[config.mk]
export PLATFORM = sky130hd
export DESIGN_NAME = next_line_prefetch_tracker_top
export DESIGN_NICKNAME = d
export VERILOG_FILES = /design/src/rtl/nlpt_pkg.sv /design/src/rtl/nlpt_ram.sv /design/src/rtl/nlpt_ctrl.sv /design/src/rtl/nlpt_dpath.sv /design/src/rtl/next_line_prefetch_tracker_top.sv
export SDC_FILE = /design/constraint.sdc
export NUM_CORES = 2
export LEC_CHECK = 0
export BUFFER_PORTS_ARGS = -buffer_cell sky130_fd_sc_hd__buf_2
export CELL_PAD_IN_SITES_DETAIL_PLACEMENT = 1
export CELL_PAD_IN_SITES_GLOBAL_PLACEMENT = 1
export CORE_MARGIN = 2
export CORE_UTILIZATION = 50
export CTS_CLUSTER_DIAMETER = 30
export DETAILED_ROUTE_END_ITERATION = 6
export PLACE_DENSITY = 0.68
export SLEW_MARGIN = 5
export SYNTH_ARGS = -nofsm -noshare
export SYNTH_HDL_FRONTEND = slang
export SYNTH_MEMORY_MAX_BITS = 65536
export SYNTH_SLANG_ARGS = --single-unit
[constraint.sdc]
create_clock -name clk -period 6.8 [get_ports clk]
set_input_delay 1.02 -clock clk [delete_from_list [all_inputs] [get_ports clk]]
set_output_delay 1.02 -clock clk [all_outputs]
set_load 0.01 [all_outputs]
[src/rtl/nlpt_pkg.sv]
// Shared constants, register codes and controller/datapath interface types
// for the next-line prefetch tracker. No dependencies.
package nlpt_pkg;

  localparam int TRACKER_DEPTH    = 64;
  localparam int LOG2_BLOCK_BYTES = 6;
  localparam int LOG2_PAGE_BYTES  = 12;

  localparam int ADDR_W     = 64;
  localparam int DELTA_W    = 7;
  localparam int LIMIT_W    = 7;
  localparam int CFG_IDX_W  = 2;
  localparam int CFG_DATA_W = 7;
  localparam int CLASS_W    = 2;

  localparam int BLOCKS_W = LOG2_PAGE_BYTES - LOG2_BLOCK_BYTES;
  localparam int TGT_W    = ((BLOCKS_W > DELTA_W) ? BLOCKS_W : DELTA_W) + 2;
  localparam int SLOT_W   = (TRACKER_DEPTH > 1) ? $clog2(TRACKER_DEPTH) : 1;
  localparam int CNT_W    = $clog2(TRACKER_DEPTH + 1);
  // Tracker entry: {address, filled flag, timeliness class}.
  localparam int ENTRY_W  = ADDR_W + 1 + CLASS_W;

  localparam logic [CLASS_W-1:0] CLASS_TIMELY   = 2'd0;
  localparam logic [CLASS_W-1:0] CLASS_UNTIMELY = 2'd1;
  localparam logic [CLASS_W-1:0] CLASS_NEVER    = 2'd2;

  localparam logic [CFG_IDX_W-1:0] REG_LINE_DELTA      = 2'd0;
  localparam logic [CFG_IDX_W-1:0] REG_TRACKER_LIMIT   = 2'd1;
  localparam logic [CFG_IDX_W-1:0] REG_TRACKING_ENABLE = 2'd2;

  localparam logic OP_DEMAND = 1'b0;
  localparam logic OP_FILL   = 1'b1;

  typedef struct packed {
    logic accept;
    logic scan_issue;
    logic upd_write;
    logic ins_write;
    logic out_load;
  } nlpt_cmd_t;

  typedef struct packed {
    logic track;
    logic cnt_zero;
    logic scan_last;
  } nlpt_status_t;

endpackage

[src/rtl/nlpt_ram.sv]
// Generic single write port, single read port RAM with registered read data.
// No dependencies.
module nlpt_ram #(
  parameter int WIDTH = 8,
  parameter int DEPTH = 16,
  localparam int AW = (DEPTH > 1) ? $clog2(DEPTH) : 1
) (
  input  logic             clk,
  input  logic             wr_en,
  input  logic [AW-1:0]    wr_addr,
  input  logic [WIDTH-1:0] wr_data,
  input  logic             rd_en,
  input  logic [AW-1:0]    rd_addr,
  output logic [WIDTH-1:0] rd_data
);

  logic [WIDTH-1:0] mem [DEPTH];
  logic [WIDTH-1:0] rd_data_r;

  always_ff @(posedge clk) begin
    if (wr_en) begin
      mem[wr_addr] <= wr_data;
    end
    if (rd_en) begin
      rd_data_r <= mem[rd_addr];
    end
  end

  assign rd_data = rd_data_r;

endmodule

[src/rtl/nlpt_ctrl.sv]
// Sequencing state machine of the prefetch tracker: accept, tracker scan,
// entry update, insertion and result hand-off. Depends on nlpt_pkg.
module nlpt_ctrl (
  input  logic                  clk,
  input  logic                  rst_n,
  input  logic                  in_valid,
  output logic                  in_ready,
  output logic                  out_valid,
  input  logic                  out_ready,
  input  nlpt_pkg::nlpt_status_t status,
  output nlpt_pkg::nlpt_cmd_t    cmd
);
  import nlpt_pkg::*;

  typedef enum logic [2:0] {
    S_IDLE, S_START, S_SCAN, S_TAIL, S_UPD, S_INS, S_FIN
  } state_t;

  state_t state_r, state_nxt;
  logic   out_valid_r, out_valid_nxt;
  logic   out_free;

  assign out_free = !out_valid_r || out_ready;

  always_comb begin
    state_nxt = state_r;
    unique case (state_r)
      S_IDLE:  if (in_valid) state_nxt = S_START;
      S_START: begin
        if (!status.track) begin
          state_nxt = S_FIN;
        end else if (status.cnt_zero) begin
          state_nxt = S_UPD;
        end else begin
          state_nxt = S_SCAN;
        end
      end
      S_SCAN:  if (status.scan_last) state_nxt = S_TAIL;
      S_TAIL:  state_nxt = S_UPD;
      S_UPD:   state_nxt = S_INS;
      S_INS:   state_nxt = S_FIN;
      S_FIN:   if (out_free) state_nxt = S_IDLE;
      default: state_nxt = S_IDLE;
    endcase
  end

  always_comb begin
    cmd            = '0;
    cmd.accept     = (state_r == S_IDLE) && in_valid;
    cmd.scan_issue = (state_r == S_SCAN);
    cmd.upd_write  = (state_r == S_UPD);
    cmd.ins_write  = (state_r == S_INS);
    cmd.out_load   = (state_r == S_FIN) && out_free;
  end

  always_comb begin
    out_valid_nxt = out_valid_r;
    if (cmd.out_load) begin
      out_valid_nxt = 1'b1;
    end else if (out_ready) begin
      out_valid_nxt = 1'b0;
    end
  end

  always_ff @(posedge clk) begin
    if (!rst_n) begin
      state_r     <= S_IDLE;
      out_valid_r <= 1'b0;
    end else begin
      state_r     <= state_nxt;
      out_valid_r <= out_valid_nxt;
    end
  end

  assign in_ready  = (state_r == S_IDLE);
  assign out_valid = out_valid_r;

endmodule

[src/rtl/nlpt_dpath.sv]
// Datapath of the prefetch tracker: configuration registers, target block
// arithmetic, FIFO pointers, tracker RAM scan and result registers.
// Depends on nlpt_pkg and nlpt_ram.
module nlpt_dpath (
  input  logic                              clk,
  input  logic                              rst_n,
  input  logic                              in_operation,
  input  logic [nlpt_pkg::ADDR_W-1:0]       in_address,
  input  logic                              cfg_valid,
  input  logic [nlpt_pkg::CFG_IDX_W-1:0]    cfg_index,
  input  logic [nlpt_pkg::CFG_DATA_W-1:0]   cfg_data,
  input  nlpt_pkg::nlpt_cmd_t               cmd,
  output nlpt_pkg::nlpt_status_t            status,
  output logic                              out_prefetch_valid,
  output logic [nlpt_pkg::ADDR_W-1:0]       out_prefetch_address,
  output logic                              out_out_of_page,
  output logic                              out_evicted_valid,
  output logic [nlpt_pkg::CLASS_W-1:0]      out_evicted_class
);
  import nlpt_pkg::*;

  function automatic logic [SLOT_W-1:0] slot_inc(input logic [SLOT_W-1:0] s);
    if (s == SLOT_W'(TRACKER_DEPTH - 1)) begin
      return '0;
    end
    return s + SLOT_W'(1);
  endfunction

  function automatic logic [CNT_W-1:0] eff_limit(input logic [LIMIT_W-1:0] lim);
    if (lim == '0) begin
      return CNT_W'(1);
    end
    if (int'(lim) > TRACKER_DEPTH) begin
      return CNT_W'(TRACKER_DEPTH);
    end
    return CNT_W'(lim);
  endfunction

  // Configuration.
  logic signed [DELTA_W-1:0] delta_r;
  logic [LIMIT_W-1:0]        limit_r;
  logic                      track_r;

  // Current item.
  logic              op_r;
  logic [ADDR_W-1:0] addr_r;
  logic [ADDR_W-1:0] pf_addr_r;
  logic              in_page_r;

  // FIFO pointers and scan.
  logic [SLOT_W-1:0] oldest_r;
  logic [CNT_W-1:0]  count_r;
  logic [CNT_W-1:0]  scan_idx_r;
  logic [SLOT_W-1:0] rd_slot_r;
  logic              cmp_valid_r;
  logic              cmp_first_r;
  logic [SLOT_W-1:0] cmp_slot_r;

  // Scan results.
  logic               hit_r;
  logic               pf_present_r;
  logic [SLOT_W-1:0]  hit_slot_r;
  logic               hit_filled_r;
  logic [CLASS_W-1:0] hit_tl_r;
  logic [CLASS_W-1:0] oldest_tl_r;
  logic               ev_valid_r;
  logic [CLASS_W-1:0] ev_class_r;

  // Result registers.
  logic               res_pf_valid_r;
  logic [ADDR_W-1:0]  res_pf_addr_r;
  logic               res_oop_r;
  logic               res_ev_valid_r;
  logic [CLASS_W-1:0] res_ev_class_r;

  // Target block from the incoming address.
  logic [BLOCKS_W-1:0]     offset;
  logic signed [TGT_W-1:0] target;
  logic                    target_in_page;
  logic [ADDR_W-1:0]       target_addr;

  assign offset = in_address[LOG2_PAGE_BYTES-1:LOG2_BLOCK_BYTES];
  assign target = $signed({{(TGT_W - BLOCKS_W){1'b0}}, offset})
                + $signed({{(TGT_W - DELTA_W){delta_r[DELTA_W-1]}}, delta_r});
  assign target_in_page = (target[TGT_W-1:BLOCKS_W] == '0);
  assign target_addr = {in_address[ADDR_W-1:LOG2_PAGE_BYTES], target[BLOCKS_W-1:0],
                        {LOG2_BLOCK_BYTES{1'b0}}};

  // Tracker RAM.
  logic               ram_wr_en;
  logic [SLOT_W-1:0]  ram_wr_addr;
  logic [ENTRY_W-1:0] ram_wr_data;
  logic [ENTRY_W-1:0] ram_rd_data;
  logic [ADDR_W-1:0]  rd_entry_addr;
  logic               rd_entry_filled;
  logic [CLASS_W-1:0] rd_entry_tl;

  assign rd_entry_addr   = ram_rd_data[ENTRY_W-1:CLASS_W+1];
  assign rd_entry_filled = ram_rd_data[CLASS_W];
  assign rd_entry_tl     = ram_rd_data[CLASS_W-1:0];

  nlpt_ram #(
    .WIDTH (ENTRY_W),
    .DEPTH (TRACKER_DEPTH)
  ) u_ram (
    .clk     (clk),
    .wr_en   (ram_wr_en),
    .wr_addr (ram_wr_addr),
    .wr_data (ram_wr_data),
    .rd_en   (cmd.scan_issue),
    .rd_addr (rd_slot_r),
    .rd_data (ram_rd_data)
  );

  // Update and insertion decisions.
  logic [CLASS_W-1:0] new_tl;
  logic               do_update;
  logic               need_insert;
  logic               do_insert;
  logic               evict_now;
  logic [CNT_W:0]     ins_sum;
  logic [SLOT_W-1:0]  ins_slot;
  logic [CLASS_W-1:0] evict_class;

  assign new_tl      = hit_filled_r ? CLASS_TIMELY : CLASS_UNTIMELY;
  assign do_update   = cmd.upd_write && hit_r;
  assign need_insert = (op_r == OP_DEMAND) && track_r && in_page_r && !pf_present_r;
  assign do_insert   = cmd.ins_write && need_insert;
  assign evict_now   = (count_r >= eff_limit(limit_r));
  assign ins_sum     = {1'b0, count_r} + (CNT_W + 1)'(oldest_r);

  always_comb begin
    if (ins_sum >= (CNT_W + 1)'(TRACKER_DEPTH)) begin
      ins_slot = SLOT_W'(ins_sum - (CNT_W + 1)'(TRACKER_DEPTH));
    end else begin
      ins_slot = SLOT_W'(ins_sum);
    end
  end

  // The oldest entry may be the one this demand just classified.
  always_comb begin
    if (hit_r && (op_r == OP_DEMAND) && (hit_slot_r == oldest_r)) begin
      evict_class = new_tl;
    end else begin
      evict_class = oldest_tl_r;
    end
  end

  always_comb begin
    ram_wr_en   = do_update || do_insert;
    ram_wr_addr = ins_slot;
    ram_wr_data = {pf_addr_r, 1'b0, CLASS_NEVER};
    if (do_update) begin
      // A hit entry holds exactly the item's address.
      ram_wr_addr = hit_slot_r;
      if (op_r == OP_FILL) begin
        ram_wr_data = {addr_r, 1'b1, hit_tl_r};
      end else begin
        ram_wr_data = {addr_r, hit_filled_r, new_tl};
      end
    end
  end

  // Configuration registers.
  always_ff @(posedge clk) begin
    if (!rst_n) begin
      delta_r <= DELTA_W'(1);
      limit_r <= LIMIT_W'(64);
      track_r <= 1'b0;
    end else if (cfg_valid) begin
      unique case (cfg_index)
        REG_LINE_DELTA:      delta_r <= $signed(cfg_data[DELTA_W-1:0]);
        REG_TRACKER_LIMIT:   limit_r <= cfg_data[LIMIT_W-1:0];
        REG_TRACKING_ENABLE: track_r <= cfg_data[0];
        default:             ;
      endcase
    end
  end

  // Item capture.
  always_ff @(posedge clk) begin
    if (cmd.accept) begin
      op_r      <= in_operation;
      addr_r    <= in_address;
      pf_addr_r <= target_addr;
      in_page_r <= target_in_page;
    end
  end

  // Pointers, scan control and flags.
  always_ff @(posedge clk) begin
    if (!rst_n) begin
      oldest_r     <= '0;
      count_r      <= '0;
      scan_idx_r   <= '0;
      rd_slot_r    <= '0;
      cmp_valid_r  <= 1'b0;
      hit_r        <= 1'b0;
      pf_present_r <= 1'b0;
      ev_valid_r   <= 1'b0;
    end else begin
      cmp_valid_r <= cmd.scan_issue;
      if (cmd.accept) begin
        scan_idx_r   <= '0;
        rd_slot_r    <= oldest_r;
        hit_r        <= 1'b0;
        pf_present_r <= 1'b0;
        ev_valid_r   <= 1'b0;
      end
      if (cmd.scan_issue) begin
        scan_idx_r <= scan_idx_r + CNT_W'(1);
        rd_slot_r  <= slot_inc(rd_slot_r);
      end
      if (cmp_valid_r) begin
        if (!hit_r && (rd_entry_addr == addr_r)) begin
          hit_r <= 1'b1;
        end
        if (rd_entry_addr == pf_addr_r) begin
          pf_present_r <= 1'b1;
        end
      end
      if (do_insert) begin
        ev_valid_r <= evict_now;
        if (evict_now) begin
          oldest_r <= slot_inc(oldest_r);
        end else begin
          count_r <= count_r + CNT_W'(1);
        end
      end
    end
  end

  // Scan payload captures.
  always_ff @(posedge clk) begin
    if (cmd.scan_issue) begin
      cmp_first_r <= (scan_idx_r == '0);
      cmp_slot_r  <= rd_slot_r;
    end
    if (cmp_valid_r) begin
      if (!hit_r && (rd_entry_addr == addr_r)) begin
        hit_slot_r   <= cmp_slot_r;
        hit_filled_r <= rd_entry_filled;
        hit_tl_r     <= rd_entry_tl;
      end
      if (cmp_first_r) begin
        oldest_tl_r <= rd_entry_tl;
      end
    end
    if (do_insert) begin
      ev_class_r <= evict_class;
    end
  end

  // Result registers.
  always_ff @(posedge clk) begin
    if (cmd.out_load) begin
      res_pf_valid_r <= (op_r == OP_DEMAND) && in_page_r;
      res_pf_addr_r  <= ((op_r == OP_DEMAND) && in_page_r) ? pf_addr_r : '0;
      res_oop_r      <= (op_r == OP_DEMAND) && !in_page_r;
      res_ev_valid_r <= ev_valid_r;
      res_ev_class_r <= ev_valid_r ? ev_class_r : CLASS_TIMELY;
    end
  end

  assign status.track     = track_r;
  assign status.cnt_zero  = (count_r == '0);
  assign status.scan_last = (scan_idx_r == (count_r - CNT_W'(1)));

  assign out_prefetch_valid   = res_pf_valid_r;
  assign out_prefetch_address = res_pf_addr_r;
  assign out_out_of_page      = res_oop_r;
  assign out_evicted_valid    = res_ev_valid_r;
  assign out_evicted_class    = res_ev_class_r;

endmodule

[src/rtl/next_line_prefetch_tracker_top.sv]
// Top level of the next-line prefetch tracker: joins the controller and the
// datapath. Depends on nlpt_pkg, nlpt_ctrl, nlpt_dpath (and nlpt_ram below it).
//
// Usage. Each input item is either a demand access or a cache fill notice,
// with its byte address. Every item returns exactly one result item: for a
// demand, the block-aligned next-line prefetch (or an out-of-page flag) and,
// if the prefetch evicted a tracker entry, that entry's class. Configuration
// (delta, tracker limit, tracking enable) is written through the cfg_ channel,
// which is always ready, by the user only while the block is idle (unenforced).
//
// Sequence. With tracking off, an accepted item goes straight to its result
// hand-off. With tracking on, it first scans the live tracker entries (no
// scan for an empty tracker). The tracker RAM has a single read port, so the
// lookup reads one entry per cycle; a tail step then takes the last read, an
// update step rewrites a hit entry and an insertion step inserts the new
// prefetch before the hand-off. A new item is accepted only once the block
// is back in idle, after the hand-off of the current one.
//
// A finished result waits in the output register; a new item is accepted
// meanwhile, and it is only held at its last step if the receiver is still
// stalling. Reset empties the tracker (its RAM needs no clearing pass) and
// restores delta 1, limit 64, tracking off.
module next_line_prefetch_tracker_top (
  input  logic                              clk,
  input  logic                              rst_n,
  input  logic                              in_valid,
  output logic                              in_ready,
  input  logic                              in_operation,
  input  logic [nlpt_pkg::ADDR_W-1:0]       in_address,
  output logic                              out_valid,
  input  logic                              out_ready,
  output logic                              out_prefetch_valid,
  output logic [nlpt_pkg::ADDR_W-1:0]       out_prefetch_address,
  output logic                              out_out_of_page,
  output logic                              out_evicted_valid,
  output logic [nlpt_pkg::CLASS_W-1:0]      out_evicted_class,
  input  logic                              cfg_valid,
  output logic                              cfg_ready,
  input  logic [nlpt_pkg::CFG_IDX_W-1:0]    cfg_index,
  input  logic [nlpt_pkg::CFG_DATA_W-1:0]   cfg_data
);
  import nlpt_pkg::*;

  nlpt_cmd_t    cmd;
  nlpt_status_t status;

  // Register writes complete in the cycle they are presented.
  assign cfg_ready = 1'b1;

  nlpt_ctrl u_ctrl (
    .clk       (clk),
    .rst_n     (rst_n),
    .in_valid  (in_valid),
    .in_ready  (in_ready),
    .out_valid (out_valid),
    .out_ready (out_ready),
    .status    (status),
    .cmd       (cmd)
  );

  nlpt_dpath u_dpath (
    .clk                  (clk),
    .rst_n                (rst_n),
    .in_operation         (in_operation),
    .in_address           (in_address),
    .cfg_valid            (cfg_valid),
    .cfg_index            (cfg_index),
    .cfg_data             (cfg_data),
    .cmd                  (cmd),
    .status               (status),
    .out_prefetch_valid   (out_prefetch_valid),
    .out_prefetch_address (out_prefetch_address),
    .out_out_of_page      (out_out_of_page),
    .out_evicted_valid    (out_evicted_valid),
    .out_evicted_class    (out_evicted_class)
  );

endmodule

==> results.tsv <==
stage	metric	value	unit
outcome	run_status	completed	
die	core	0.3430	sq mm
power_and_ir_drop	p_leak	66.72	nW
worst_setup_path	crit_path_start_kind	flop	
power_and_ir_drop	power_density	369.0	mW/mm^2
clocking	cts_root_buf	clkbuf_16	
die	die_height	591.2	microns
worst_setup_path	crit_type	reg -> reg	
die	rows	215	
clocking	h-tree-depth	6	
clocking	clkSinkCount	4559	
global_route	grtUsageTotal	30.50	%
global_route	antenna_found_initial	41	
routing	via_per_inst	6.631	
routing	final_antenna_net_count	0	
routing	dr.pass1.iters	6	
place	gp_congestion	0.8650	
cells_and_area	layout_commonest_cell	edfxtp_1	
power_and_ir_drop	ir_drop	0.3066	mV
cells_and_area	syn2layout_area_growth	20.91	%
synthesis	post_synth.cell_area_avg	22.85	sq um
global_route	grt_max_degree	112	
sta	drv_slew	0	
global_route	grt-ovfl-total	0	
sta	tightest_slew	1.353	ns
sta	hold_violations	0	
place	dp_hpwl	283700	microns
synthesis	ys_types	64	
die	start_util	50.27	%
clocking	clk_latency	1.09	ns
cells_and_area	drive_above_1_share	32.99	%
sta	tns	0	ns
worst_setup_path	critPathArrivalTime	5.60	ns
hold_path	hold_path_class	in -> reg	
clocking	path_clk_slew	0.05	ns
synthesis	ys.flop_type	edfxtp_1	
routing	routedWlPerCell	38.91	microns
clocking	postCtsHoldBufs	0	
routing	drc_errors	0	
clocking	cts_resized	0	
synthesis	yosysTopAreaCell	edfxtp_1	
synthesis	synth_area_leaders	edfxtp_1 (79%), mux4_2 (14%), a22oi_1 (1.2%)	
synthesis	syn-cell-area	0.1724	sq mm
sta	fmax	203.4	MHz
synthesis	syn_inst	7545	
worst_setup_path	end_kind	flop	
clocking	postCtsSetupBuffers	0	
power_and_ir_drop	total_power	76.91	mW
die	ios	151	
routing	dr_total_vias	90276	
synthesis	synth_seq_cells	4559	
routing	drt_iter0_drc	13572	
synthesis	ys_warn_count	0	
synthesis	synth-seq-area-share	79.12	%
sta	rsz0062_at_grt	false	
run	max_cap_viol_count	0	
sta	fin_hold_ws	0.1169	ns
sta	relSlewSlack	9.830	%
worst_setup_path	cp_max_fo	22	
global_route	grt_pass1_vias	94275	
sta	setup_viol	0	
sta	period_share	72.29	%
die	fp.dieW	591.2	microns
clocking	numCtsBuffers	801	
worst_setup_path	critPathRequiredTime	7.48	ns
global_route	grt_pass1_wl	742200	microns
clocking	clockBufferDepth	4	
routing	wl	529800	microns
clocking	cts_tree	done	
die	die_area	0.3495	sq mm
synthesis	postSynth.asyncResetShare	0	%
cells_and_area	finalNetCount	8454	
synthesis	synth_edf_count	4510	
cells_and_area	final_cell_mix	edfxtp_1 (4510), mux4_2 (1072), clkbuf_16 (808)	
place	numPortBuffers	143	
sta	fin_skew	0.05877	ns
synthesis	synth_top_area_share	78.55	%
sta	min_period	4.916	ns
## worst max-delay path, stage by stage (launching register included)
cell and delay [ns]:
dfxtp_1 0.40, nor3b_1 0.31, nand4_1 0.61, clkinv_1 0.47, a22o_1 0.46, nor2b_1 0.38
nand2_1 0.36, nor2_4 0.97, buf_4 0.56
## worst paths after layout
path | cells past startpoint | end | slack, ns | start
max reg2reg | 8 | u_dpath.u_ram.mem[57][61]$_DFFE_PP_ | 1.88 | u_ctrl.state_r[1]$_SDFFE_PN0P_
min | 1 | u_dpath.addr_r[56]$_DFFE_PP_ | 0.12 | in_address[56]
max | 8 | u_dpath.u_ram.mem[57][61]$_DFFE_PP_ | 1.88 | u_ctrl.state_r[1]$_SDFFE_PN0P_
min reg2reg | 0 | u_dpath.hit_slot_r[1]$_DFFE_PP_ | 0.42 | u_dpath.cmp_slot_r[1]$_DFFE_PP_
## sequential cells by signal, summed over array words and instances (netlist names), 7 cells and up
name,count
u_dpath.u_ram.mem,4288
u_dpath.u_ram.rd_data,67
u_dpath.addr_r,64
u_dpath.out_prefetch_address,58
u_dpath.count_r,7
u_dpath.delta_r,7
u_dpath.limit_r,7
u_dpath.scan_idx_r,7
## cell type report
class | instances | area [sq um]
clock inverter | 615 | 7268
timing repair buffer | 469 | 3851
sequential | 4559 | 136400
multi-input combinational | 2497 | 34540
inverter | 21 | 86.33
fill | 27572 | 134500
tap | 4557 | 5702
antenna | 6 | 15.01
clock buffer | 891 | 20560
## kinds of logic after synthesis
kind of cell,count (synthesis),share of synthesized area [%]
flops,4559,79.12
mux,1088,14.10
compound gates,847,3.666
buf+inv,494,1.220
simple gates,431,1.192
xor+xnor,98,0.4979
fa+ha+maj,26,0.1974
other cells,2,0.004356
## synthesized netlist by cell type (3+ instances only)
library cell / n
o31ai_1: 5
mux4_2: 1072
buf_2: 115
or3_1: 4
a21o_1: 4
a31oi_1: 4
a22o_1: 135
a221oi_1: 135
clkbuf_1: 299
nand2b_1: 8
inv_1: 18
o211a_1: 3
or4b_2: 3
and2_1: 72
a21oi_1: 170
o21a_1: 7
a41oi_1: 4
nand4_1: 11
clkinv_1: 3
nor3_1: 15
nor2b_1: 15
xor2_1: 68
dfxtp_1: 49
xnor2_1: 30
nor2_1: 180
edfxtp_1: 4510
ha_1: 24
or4_1: 3
a22oi_1: 270
nor3b_1: 4
mux2i_1: 14
nand3_1: 22
o21ai_0: 24
o221ai_1: 67
buf_4: 17
nand2_1: 70
buf_1: 37
nor4_1: 16
## metrics by stage
| stage | worst slack (ns) | util, % | cells | area [sq um] |
|---|---|---|---|---|
| finish | 1.884 | 60.77 | 13615 | 208400 |
| global route | 1.792 | 60.77 | 13612 | 208400 |
| CTS | 1.994 | 60.77 | 13609 | 208400 |
| detailed placement | 1.996 | 52.66 | 12103 | 180600 |
| global placement | 1.965 | 52.66 | 12103 | 180600 |
| floorplan | 1.436 | - | 7550 | 172400 |
## routing by layer
metal	vias to the layer above	GRT usage (%)	wire, microns
li1	34338	-	-
met1	48842	42.22	200000
met2	6129	46.81	247100
met3	961	8.700	63810
met4	6	10.75	18870
met5	-	0	34
## power by group
part | internal (mW) | switching [mW] | leakage (nW)
logic | 1.27 | 2.97 | 11.3
registers | 31.6 | 0.183 | 42.2
clock network | 26.1 | 14.7 | 13.3
(Power assumes the default switching activity.)
